[config.mk]
export PLATFORM = sky130hd
export DESIGN_NAME = pmct_ctrl
export DESIGN_NICKNAME = d
export VERILOG_FILES = /design/src/rtl/core/pixel_mask_collision_test_unit_macros.svh /design/src/rtl/core/pmct_pkg.sv /design/src/rtl/core/pmct_ctrl.sv
export SDC_FILE = /design/constraint.sdc
export NUM_CORES = 1
export LEC_CHECK = 0
export BUFFER_PORTS_ARGS = -buffer_cell sky130_fd_sc_hd__buf_2
export CAP_MARGIN = 20
export CORE_AREA = 2 2 39 41
export CTS_BUF_LIST = sky130_fd_sc_hd__clkbuf_8 sky130_fd_sc_hd__clkbuf_16
export DETAILED_ROUTE_END_ITERATION = 8
export DIE_AREA = 0 0 41 43
export MAX_ROUTING_LAYER = met4
export SLEW_MARGIN = 20
export SYNTH_ARGS = -nofsm -noshare
export SYNTH_HDL_FRONTEND = slang
export SYNTH_SLANG_ARGS = --single-unit
export TNS_END_PERCENT = 50
[constraint.sdc]
create_clock -name clk -period 2.8 [get_ports clk]
set_input_delay 0.56 -clock clk [delete_from_list [all_inputs] [get_ports clk]]
set_output_delay 0.56 -clock clk [all_outputs]
set_load 0.01 [all_outputs]
[src/rtl/core/pixel_mask_collision_test_unit_macros.svh]
// Assertion macros for the pixel mask collision test unit.
// Expects signals clk and arst_n in the scope of use.
`ifndef PIXEL_MASK_COLLISION_TEST_UNIT_MACROS_SVH
`define PIXEL_MASK_COLLISION_TEST_UNIT_MACROS_SVH

// same-cycle implication
`define PMCT_ASSERT_NOW(label, ante, cons, msg) \
	label: assert property (@(posedge clk) disable iff (!arst_n) (ante) |-> (cons)) \
		else $error(msg);

// next-cycle implication
`define PMCT_ASSERT_NEXT(label, ante, cons, msg) \
	label: assert property (@(posedge clk) disable iff (!arst_n) (ante) |=> (cons)) \
		else $error(msg);

`endif

[src/rtl/core/pmct_pkg.sv]
// Shared types, constants and helpers for the pixel mask collision test unit.
// No dependencies.
`default_nettype none

package pmct_pkg;

	localparam int MAX_DIM = 64;
	localparam int AW      = $clog2(MAX_DIM);
	localparam int CW      = $clog2(MAX_DIM + 1);
	localparam int COL_W   = 64;
	localparam int SH_W    = $clog2(COL_W);
	localparam int DIM_W   = 7;
	localparam int POS_W   = 12;
	localparam int EXT_W   = 14;

	localparam logic [1:0] REQ_LOAD_A = 2'd0;
	localparam logic [1:0] REQ_LOAD_B = 2'd1;
	localparam logic [1:0] REQ_TEST   = 2'd2;

	localparam logic [1:0] CFG_WIDTH_A  = 2'd0;
	localparam logic [1:0] CFG_HEIGHT_A = 2'd1;
	localparam logic [1:0] CFG_WIDTH_B  = 2'd2;
	localparam logic [1:0] CFG_HEIGHT_B = 2'd3;

	localparam logic [DIM_W-1:0] DIM_RESET = DIM_W'(32);

	typedef struct packed {
		logic [1:0]              req_type;
		logic [5:0]              column_index;
		logic [COL_W-1:0]        column_bits;
		logic signed [POS_W-1:0] pos_a_x;
		logic signed [POS_W-1:0] pos_a_y;
		logic signed [POS_W-1:0] pos_b_x;
		logic signed [POS_W-1:0] pos_b_y;
	} pmct_req_t;

	typedef struct packed {
		logic hit;
		logic boxes_overlap;
	} pmct_rsp_t;

	typedef struct packed {
		logic accept;
		logic calc_box;
		logic calc_ovl;
		logic issue;
		logic result_load;
	} pmct_cmd_t;

	typedef struct packed {
		logic cols_done;
		logic out_free;
	} pmct_sts_t;

	function automatic logic [DIM_W-1:0] eff_dim(input logic [DIM_W-1:0] r);
		return (r > DIM_W'(MAX_DIM)) ? DIM_W'(MAX_DIM) : r;
	endfunction

endpackage

`default_nettype wire

[src/rtl/core/pmct_ctrl.sv]
// Sequencer for the collision test: accept, box math, column scan, result.
// Depends on pmct_pkg.
`default_nettype none

module pmct_ctrl
	import pmct_pkg::*;
(
	input  wire logic       clk,
	input  wire logic       arst_n,
	input  wire logic       req_valid,
	input  wire logic [1:0] req_type,
	output logic            req_stall,
	input  wire pmct_sts_t  sts,
	output pmct_cmd_t       cmd
);

	localparam logic [2:0] ST_IDLE  = 3'd0;
	localparam logic [2:0] ST_CALC1 = 3'd1;
	localparam logic [2:0] ST_CALC2 = 3'd2;
	localparam logic [2:0] ST_SCAN  = 3'd3;
	localparam logic [2:0] ST_DONE  = 3'd4;

	logic [2:0] state_q;
	logic [2:0] state_d;

	always_comb begin
		state_d   = state_q;
		cmd       = '0;
		req_stall = 1'b1;
		case (state_q)
			ST_IDLE: begin
				req_stall = 1'b0;
				if (req_valid) begin
					cmd.accept = 1'b1;
					if (req_type == REQ_TEST) begin
						state_d = ST_CALC1;
					end
				end
			end
			ST_CALC1: begin
				cmd.calc_box = 1'b1;
				state_d      = ST_CALC2;
			end
			ST_CALC2: begin
				cmd.calc_ovl = 1'b1;
				state_d      = ST_SCAN;
			end
			ST_SCAN: begin
				if (sts.cols_done) begin
					state_d = ST_DONE;
				end else begin
					cmd.issue = 1'b1;
				end
			end
			ST_DONE: begin
				if (sts.out_free) begin
					cmd.result_load = 1'b1;
					state_d         = ST_IDLE;
				end
			end
			default: begin
				state_d = ST_IDLE;
			end
		endcase
	end

	always_ff @(posedge clk or negedge arst_n) begin
		if (!arst_n) begin
			state_q <= ST_IDLE;
		end else begin
			state_q <= state_d;
		end
	end

endmodule

`default_nettype wire

# Word-level counts from Yosys, hierarchy flattened
# Index checks and enable logic that the tools add are counted.
dict set report totals {
  out_inout_bits 6
  regBits 3
  wordCells 26
  inputBits 7
}
dict set report op_classes {
  muxes 14
  eq_ne 9
  n_reduce_logical 2
}
# cell count
set op_table {}
lappend op_table {{$pmux W3 S5} 1}
lappend op_table {{$mux W3} 4}
lappend op_table {{$mux W1} 9}
lappend op_table {{$ne A2 B2 Y1 const B} 4}
lappend op_table {{$eq A3 B2 Y1 const B} 2}
lappend op_table {{$reduce_and A4 Y1} 1}
lappend op_table {{$eq A3 B1 Y1 const B} 1}
lappend op_table {{$eq A3 B3 Y1 const B} 1}
lappend op_table {{$logic_not A3 Y1} 1}
lappend op_table {{$eq A2 B2 Y1 const B} 1}

# Depth between registers and ports, before layout
# Gate-level depths: netlist of the first run.
dict set report depth {
  word_depth 4
  mapped_depth 2
}

# Worst setup path after synthesis of the first run
# No wires, ideal clock.
dict set report synth_timing {
  path_type {reg-to-output}
  start {register state_q[2]}
  end {output port cmd[4] in the netlist's numbering}
  path_slack_ns 1.230
  stages_incl_launch_ff 3
  required_ns 2.240
  n_path_buf 0
  t_arrival_ns 1.010
  path_cell_list {dfrtp_1 -> or3_1 -> nor2_1}
}
# element line_no
set synth_rtl {}
lappend synth_rtl {{start: declaration} pmct_ctrl.sv:23} ;# logic [2:0] state_q;
lappend synth_rtl {{start signal: assignment} pmct_ctrl.sv:71} ;# state_q <= state_d;
lappend synth_rtl {{end: declaration} pmct_ctrl.sv:14} ;# output pmct_cmd_t cmd

==> results of run 1 <==
## cell usage after synthesis, drive strengths merged
master	count
nand4bb	2
inv	3
nor4bb	1
nor2	2
dfrtp	3
or4b	1
or3b	1
or3	1
nand2	1
o21ai	1
o211ai	2
nand2b	1
## where the power goes
group          total [W]  internal (W)  switching, W
Sequential     0.0000909     0.0000627     0.0000282
Clock           0.000121     0.0000932     0.0000279
Combinational   0.000121     0.0000610     0.0000599
Total           0.000333      0.000217      0.000116
## routing by layer
metal	vias to the layer above	share of wire [%]	wire (um)	GRT usage [%]
li1	101	-	-	-
met1	83	44	183	6.49
met2	10	43	181	7.81
met3	2	9.8	41	4.71
met4	0	2.9	12	10.0
met5	-	0	0	-
## layout by cell type, fill, tap and decap left out
cell and n:
buf_2 12, inv_1 4, clkbuf_8 3, dfrtp_1 3, nor2_1 2, nand4bb_1 2, o211ai_1 2, nand2b_1 1
or3b_1 1, or3_1 1, nor4bb_1 1, nand2_1 1, or4b_1 1, o21ai_1 1
## per-stage QoR
step	util, %	hold slack (ns)	cells	total power (W)
finish	22.2	0.132	51	0.000333
global route	22.2	0.129	51	0.000360
global placement	18.9	0.355	47	0.000214
floorplan	-	0.264	19	0.000165
detailed placement	18.9	0.358	47	0.000215
CTS	22.2	0.131	51	0.000338
## worst max-delay path by stage
stage                     startpoint     end  slack (ns)
after floorplan           state_q[2]  cmd[4]        1.23
after global placement        sts[1]  cmd[1]        1.15
after detailed placement      sts[1]  cmd[1]        1.14
after CTS                 state_q[2]  cmd[2]        0.99
after global routing      state_q[2]  cmd[4]        0.92
final                     state_q[2]  cmd[2]         1.0
## critical path, delay by kind of cell, from the launching register on
kind	cells	cell delay [ns]
DFF	1	0.42
and+or+nand+nor	1	0.43
buffers and inverters	2	0.19
## cell families after synthesis
| logic type | Yosys count |
|---|---|
| compound gates | 3 |
| buf+inv | 3 |
| simple gates | 10 |
| flops | 3 |
## area by class of cell
| type | count | share of cell area, % |
|---|---|---|
| timing repair buffer | 12 | 19.6 |
| clock inverter | 1 | 1.22 |
| inverter | 3 | 3.67 |
| tap | 16 | 6.53 |
| multi-input combinational | 13 | 31.0 |
| clock buffer | 3 | 13.5 |
| sequential | 3 | 24.5 |
==> impl_metrics.csv, run 1 <==
group,metric,value,unit
global_routing,grt_pass1_wl,703,um
floorplan,die_area,1760,um^2
worst_hold_path,hold_class,"in -> async",
critical_path,crit_path_max_incr_delay,0.43,ns
timing,maxSlewViolCount,0,
timing,setup_viol,0,
timing,finalCritPeriodShare,64.5,%
critical_path,worstPathMaxFanout,7,
synthesis,avgSynthCellArea,9.55,um^2
global_routing,grt_start_max_net_pins,9,
synthesis,yosysSeqAreaShare,41.4,%
placement,dp_slack,1.14,ns
synthesis,yosysTopAreaCell,"dfrtp_1",
global_routing,overflow,0,
cells_and_area,layout.nets,43,
critical_path,r2r_end,"state_q[2]",
synthesis,synthAdderAreaFrac,0,%
cts,cts_htree_levels,1,
global_routing,grt_usage,7.12,%
synthesis,synthSimpleGateAreaFrac,41.4,%
floorplan,core,1380,um^2
power_and_ir_drop,power_density,1090,nW/um^2
floorplan,ios,13,
synthesis,synth_top_area_share,41.4,%
timing,tightestPinTransition,0.213,ns
synthesis,synth_area,181,um^2
cells_and_area,regMostFlops,"state_q",
critical_path,arrival,1.24,ns
placement,place_hpwl,340,um
cts,cts_tree,"done",
critical_path,crit_path_end_kind,"output pin",
route,wl_per_cell,8.22,um
placement,io_buffers,12,
timing,skew,0.00242,ns
timing,relSlewSlack,85.6,%
cts,root_buffer,"clkbuf_8",
route,totalWireLength,419,um
cts,path_clk_slew,0.03,ns
placement,routabilityCongestion,0.743,
timing,hold_violations,0,
critical_path,required,2.24,ns
synthesis,syn_inst,19,
cells_and_area,multiInputGateArea,95.1,um^2
cts,cts_buffer_depth,2,
synthesis,syn-num-nets,26,
floorplan,die_w,41,um
cells_and_area,final_area,307,um^2
cts,post_cts_buffers,0,
floorplan,initial_core_util,13.1,%
critical_path,worst_r2r_path_depth,2,
synthesis,synth.distinct_cells,12,
synthesis,ys_ff_latch,3,
route,vias,196,
timing,fin_crit,1.80,ns
synthesis,synth_top_family_by_area,"simple AND/OR/NAND/NOR gates",
power_and_ir_drop,cellLeakagePower,0.167,nW
synthesis,muxShareOfSynthArea,0,%
floorplan,rows,14,
cts,postCtsHoldBufs,0,
critical_path,startpoint_type,"register",
critical_path,worstSetupPathType,"reg -> out",
global_routing,antenna_found_initial,0,
cells_and_area,drive_above_1_share,42.9,%
critical_path,reg2reg_from,"state_q[0]",
cts,cts-buffers-inserted,3,
cells_and_area,final-seq-area,75.1,um^2
cells_and_area,reg.largest.list,"state_q (3)",
synthesis,yosysWarnings,0,
floorplan,dieHeight,43,um
route,drcViolationCount,0,
synthesis,synth-compound-area-share,11.0,%
timing,grt_setup_unrepaired,"no",
cells_and_area,fillCellCount,169,
cells_and_area,largest_reg_flops,3,
cells_and_area,area.growth.synth_to_final,69.0,%
run_status,status,"finished, final reports clean",
timing,fmax,554,MHz
timing,finalSetupTns,0,ns
critical_path,crit_slowest_cell,"or3b_1",
route,drtIter0Drc,1,
power_and_ir_drop,ir_drop,0.217,mV
cts,cts_resized,0,
cts,clk_latency,0.22,ns
critical_path,path_cells,"or3b_1, inv_1, buf_2",
route,drtPass1Iterations,3,
synthesis,synth_area_leaders,"dfrtp_1 (41%), nand4bb_1 (12%), o211ai_1 (8.3%)",
placement,placed_area,262,um^2
route,drtAntennaViolNets,0,
route,viasPerCell,3.84,
run,cap_violations,0,
global_routing,grt_pass1_vias,200,
cells_and_area,diodes,0,
synthesis,synthXorXnorAreaFrac,0,%
critical_path,regToRegSetupSlack,1.69,ns
cts,cts_sinks,3,
timing,worst_slack,0.995,ns
No activity file was read; power rests on OpenSTA's default activity.
==> run 2, diff against run 1 <==
==> constraint.sdc (replaced) <==
create_clock -name clk -period 1.88 [get_ports clk]
set_input_delay 0.376 -clock clk [delete_from_list [all_inputs] [get_ports clk]]
set_output_delay 0.376 -clock clk [all_outputs]
set_load 0.01 [all_outputs]
==> run 2 against run 1 <==
Effect of this change:
- flip-flop and latch count unchanged
- routed wire length is 3.3% higher
- sequential power increased by 51%
- core utilization increased by 0.72 points
- non-clock buffer count is 1 higher
- critical path depth is the same
- global-route usage did not move
- critical endpoint unchanged
- largest cell class unchanged
==> impl_metrics.csv, run 2 (synthesized netlist as in run 1, its figures left out) <==
group,metric,value,unit
global_routing,grt_pass1_vias,190,
cells_and_area,regMostFlops,"state_q",
floorplan,core,1380,um^2
worst_hold_path,whs_endpoint,"state_q[0]",
route,totalWireLength,433,um
run,cap_violations,0,
cells_and_area,layout_common_cells,"buf_2 (12), inv_1 (4), clkbuf_8 (3), dfrtp_1 (3)",
critical_path,r2r_end,"state_q[2]",
global_routing,grt_start_max_net_pins,9,
cts,cts_htree_levels,1,
timing,finalCritPeriodShare,86.0,%
timing,grt_setup_unrepaired,"no",
cells_and_area,layout.nets,44,
placement,place_hpwl,343,um
worst_hold_path,whs_path_depth,2,
global_routing,grt_usage,7.12,%
power_and_ir_drop,p_int,0.000325,W
power_and_ir_drop,pwr-share-clk,36.4,%
timing,hold_violations,0,
cells_and_area,largest_reg_flops,3,
power_and_ir_drop,cellLeakagePower,0.171,nW
cts,clk_latency,0.22,ns
global_routing,antenna_found_initial,0,
route,drtIter0Drc,9,
timing,tightestPinTransition,0.220,ns
cells_and_area,fillCellCount,161,
timing,fmax,619,MHz
cts,postCtsHoldBufs,1,
cells_and_area,reg.largest.list,"state_q (3)",
critical_path,regToRegSetupSlack,0.77,ns
critical_path,worstPathMaxFanout,7,
critical_path,startpoint_type,"register",
timing,fin_crit,1.62,ns
power_and_ir_drop,switching_share,35.2,%
power_and_ir_drop,pwr-share-seq,27.3,%
critical_path,reg2reg_from,"state_q[0]",
cts,post_cts_buffers,0,
cts,cts_buffer_depth,2,
cts,root_buffer,"clkbuf_8",
route,vias,201,
global_routing,overflow,0,
cells_and_area,multiInputGateArea,95.1,um^2
cts,cts_resized,0,
floorplan,initial_core_util,13.1,%
critical_path,worstSetupPathType,"reg -> out",
timing,relSlewSlack,85.1,%
power_and_ir_drop,pwr-share-comb,36.3,%
floorplan,ios,13,
critical_path,worst_r2r_path_depth,2,
power_and_ir_drop,switching_power,0.000176,W
floorplan,dieHeight,43,um
critical_path,arrival,1.24,ns
floorplan,die_w,41,um
critical_path,crit_path_end_kind,"output pin",
cells_and_area,drive_above_1_share,41.7,%
power_and_ir_drop,ir_drop,0.306,mV
cells_and_area,diodes,0,
critical_path,required,1.50,ns
route,drcViolationCount,0,
timing,maxSlewViolCount,0,
cts,path_clk_slew,0.03,ns
cts,cts-buffers-inserted,3,
timing,finalSetupTns,0,ns
route,drtAntennaViolNets,0,
cts,cts_sinks,3,
cts,cts_tree,"done",
route,drtPass1Iterations,2,
timing,skew,0.000933,ns
power_and_ir_drop,power_density,1580,nW/um^2
power_and_ir_drop,power,0.000501,W
timing,setup_viol,0,
route,wl_per_cell,8.33,um
worst_hold_path,hold_class,"in -> reg",
cells_and_area,final-seq-area,75.1,um^2
floorplan,die_area,1760,um^2
run_status,status,"finished, final reports clean",
cells_and_area,layout_commonest_cell,"buf_2",
placement,io_buffers,12,
placement,routabilityCongestion,0.762,
floorplan,rows,14,
global_routing,grt_pass1_wl,690,um
route,viasPerCell,3.87,
cells_and_area,area.growth.synth_to_final,74.5,%
worst_hold_path,hold_start,"req_type[0]",
==> run 2: critical path, stage by stage, from the launching register on <==
cell	delay [ns]
dfrtp_1	0.41
or3b_1	0.43
inv_1	0.06
buf_2	0.12
==> run 2: power by group through the flow <==
stage	registers [W]	clock network, W	logic [W]
2_1_floorplan	0.000125	0	0.000120
3_3_place_gp	0.000136	0	0.000182
3_5_place_dp	0.000137	0	0.000184
4_1_cts	0.000136	0.000188	0.000186
5_1_grt	0.000149	0.000189	0.000202
6_report	0.000137	0.000183	0.000182
==> run 2: per-layer routing <==
layer / up-vias / share of wire, % / track usage (%)
li1: 103 / - / -
met1: 85 / 41 / 7.47
met3: 2 / 9.9 / 4.71
met5: - / 0 / -
met4: 0 / 3.7 / 10.0
met2: 11 / 45 / 6.88
==> run 2: per-stage QoR <==
stage / area [um^2] / util, % / hold slack, ns / setup WS, ns / cells
after floorplan: 181 / - / 0.0804 / 0.494 / 19
after global placement: 262 / 18.9 / 0.171 / 0.485 / 47
after detailed placement: 262 / 18.9 / 0.173 / 0.485 / 47
after CTS: 317 / 22.9 / 0.385 / 0.253 / 52
after global routing: 317 / 22.9 / 0.401 / 0.177 / 52
final: 317 / 22.9 / 0.381 / 0.264 / 52
==> run 2: how the worst max path moves through the flow <==
stage                     from      to  slack (ns)  depth (start not counted)
floorplan           state_q[2]  cmd[4]        0.49                          2
global placement    state_q[1]  cmd[2]        0.48                          3
detailed placement  state_q[1]  cmd[2]        0.49                          3
CTS                 state_q[1]  cmd[2]        0.25                          3
global route        state_q[0]  cmd[4]        0.18                          3
finish              state_q[2]  cmd[2]        0.26                          3
==> run 2: cell type report <==
class / count / share of cell area (%)
Tap cell: 16 / 6.32
Inverter: 3 / 3.56
Clock buffer: 3 / 13.0
Clock inverter: 1 / 1.19
Timing Repair Buffer: 13 / 22.1
Sequential cell: 3 / 23.7
Multi-Input combinational cell: 13 / 30.0
==> run 3, diff against run 2 <==
--- a/config.mk
+++ b/config.mk
@@ -11,6 +11,7 @@
 export CTS_BUF_LIST = sky130_fd_sc_hd__clkbuf_8 sky130_fd_sc_hd__clkbuf_16
 export DETAILED_ROUTE_END_ITERATION = 8
 export DIE_AREA = 0 0 41 43
+export GPL_ROUTABILITY_DRIVEN = 0
 export MAX_ROUTING_LAYER = met4
 export SLEW_MARGIN = 20
 export SYNTH_ARGS = -nofsm -noshare
==> constraint.sdc (replaced) <==
create_clock -name clk -period 1.9 [get_ports clk]
set_input_delay 0.38 -clock clk [delete_from_list [all_inputs] [get_ports clk]]
set_output_delay 0.38 -clock clk [all_outputs]
set_load 0.01 [all_outputs]
==> run 3 against run 2 <==
Effect of this change:
- core utilization stayed put
- register-to-register slack better by 0.02 ns
- die area unchanged
- flip-flop and latch count unchanged
- design area is the same
- routed wire length decreased by 2.3%
- critical path depth is the same
- first-iteration DRC count fell by 78%
- power decreased by 1.4%
- final cell count is the same
- critical endpoint unchanged
- largest cell class unchanged
==> impl_metrics.csv, run 3 (synthesized netlist as in run 1, its figures left out) <==
group,metric,value,unit
run_status,status,"finished, final reports clean",
floorplan,die_area,1760,um^2
route,dr.max_layer_used,"met4",
critical_path,startpoint_type,"register",
route,totalWireLength,423,um
floorplan,dieHeight,43,um
floorplan,core,1380,um^2
global_routing,antenna_found_initial,0,
critical_path,arrival,1.24,ns
route,drtIter0Drc,2,
cells_and_area,reg.largest.list,"state_q (3)",
placement,io_buffers,12,
timing,finalCritPeriodShare,85.5,%
cts,postCtsHoldBufs,1,
timing,maxSlewViolCount,0,
cts,root_buffer,"clkbuf_8",
route,wl_per_cell,8.13,um
global_routing,grt_pass1_wl,690,um
critical_path,worstPathMaxFanout,8,
placement,place_hpwl,345,um
timing,fin_crit,1.62,ns
timing,relSlewSlack,85.8,%
timing,hold_violations,0,
floorplan,rows,14,
power_and_ir_drop,power_density,1560,nW/um^2
cells_and_area,regMostFlops,"state_q",
global_routing,grt_pass1_vias,195,
timing,finalSetupTns,0,ns
cts,post_cts_buffers,0,
cells_and_area,layout_commonest_cell,"buf_2",
power_and_ir_drop,cellLeakagePower,0.171,nW
cells_and_area,layout.nets,44,
global_routing,overflow,0,
floorplan,ios,13,
timing,hold_ws,0.386,ns
worst_hold_path,hold_class,"in -> reg",
critical_path,required,1.52,ns
cts,cts_htree_levels,1,
route,vias,200,
cells_and_area,diodes,0,
critical_path,worstSetupPathType,"reg -> out",
cts,cts_sinks,3,
run,cap_violations,0,
route,dr_wl_met2,182,um
timing,fmax,616,MHz
route,wirelength_met1,191,um
critical_path,crit_path_end_kind,"output pin",
cts,cts_resized,0,
cts,cts-buffers-inserted,3,
global_routing,grt_start_max_net_pins,9,
floorplan,die_w,41,um
route,drtAntennaViolNets,0,
cts,clk_latency,0.22,ns
cells_and_area,final-seq-area,75.1,um^2
cts,cts_tree,"done",
floorplan,initial_core_util,13.1,%
cells_and_area,drive_above_1_share,41.7,%
global_routing,grt_usage,7.02,%
route,viasPerCell,3.85,
timing,grt_setup_unrepaired,"no",
route,drtPass1Iterations,2,
cells_and_area,layout_common_cells,"buf_2 (12), inv_1 (4), clkbuf_8 (3), dfrtp_1 (3)",
route,drcViolationCount,0,
timing,skew,0.000680,ns
cts,cts_buffer_depth,2,
cells_and_area,multiInputGateArea,95.1,um^2
cts,path_clk_slew,0.03,ns
power_and_ir_drop,ir_drop,0.300,mV
route,wl_met3,33,um
cells_and_area,area.growth.synth_to_final,74.5,%
cells_and_area,largest_reg_flops,3,
cells_and_area,fillCellCount,160,
timing,setup_viol,0,
timing,tightestPinTransition,0.209,ns
run 3: cell counts in the layout (fill, tap and decap cells not counted):
Identical to the previous run, type by type.
run 3: path summary, 6_finish.rpt:
kind                             start         end  slack (ns)  cells after the start
max                         state_q[1]      cmd[2]        0.28                      3
min                        req_type[0]  state_q[0]        0.39                      2
max reg2reg                 state_q[0]  state_q[2]        0.79                      2
min reg2reg                 state_q[1]  state_q[1]        0.60                      1
max in group asynchronous       arst_n  state_q[2]        1.31                      2
min in group asynchronous       arst_n  state_q[1]        0.49                      2
run 3: final cells by class:
| class | count | share of cell area (%) |
|---|---|---|
| multi-input combinational | 13 | 30.0 |
| timing repair buffer | 13 | 22.1 |
| inverter | 3 | 3.56 |
| clock buffer | 3 | 13.0 |
| tap | 16 | 6.32 |
| clock inverter | 1 | 1.19 |
| sequential | 3 | 23.7 |
run 3: critical path: stages, from the launching register on:
cell	delay, ns
dfrtp_1	0.43
or3b_1	0.41
inv_1	0.06
buf_2	0.12
run 3: metal layers:
layer  GRT usage (%)  up-vias
met2            6.56       11
met3            4.71        2
met4            10.0        0
met5               -        -
li1                -      103
met1            7.47       84
run 3: report_power, final:
part / total [W] / internal, W / switching (W)
clock network: 0.000181 / 0.000138 / 0.0000437
registers: 0.000135 / 0.0000924 / 0.0000423
logic: 0.000178 / 0.0000912 / 0.0000867
total: 0.000494 / 0.000321 / 0.000173
run 3: metrics by stage:
step	utilization, %	setup slack, ns	cells	total power (W)	instance area (um^2)
global route	22.9	0.203	52	0.000532	317
finish	22.9	0.276	52	0.000494	317
floorplan	-	0.510	19	0.000242	181
detailed placement	18.9	0.497	47	0.000316	262
global placement	18.9	0.501	47	0.000315	262
CTS	22.9	0.265	52	0.000503	317
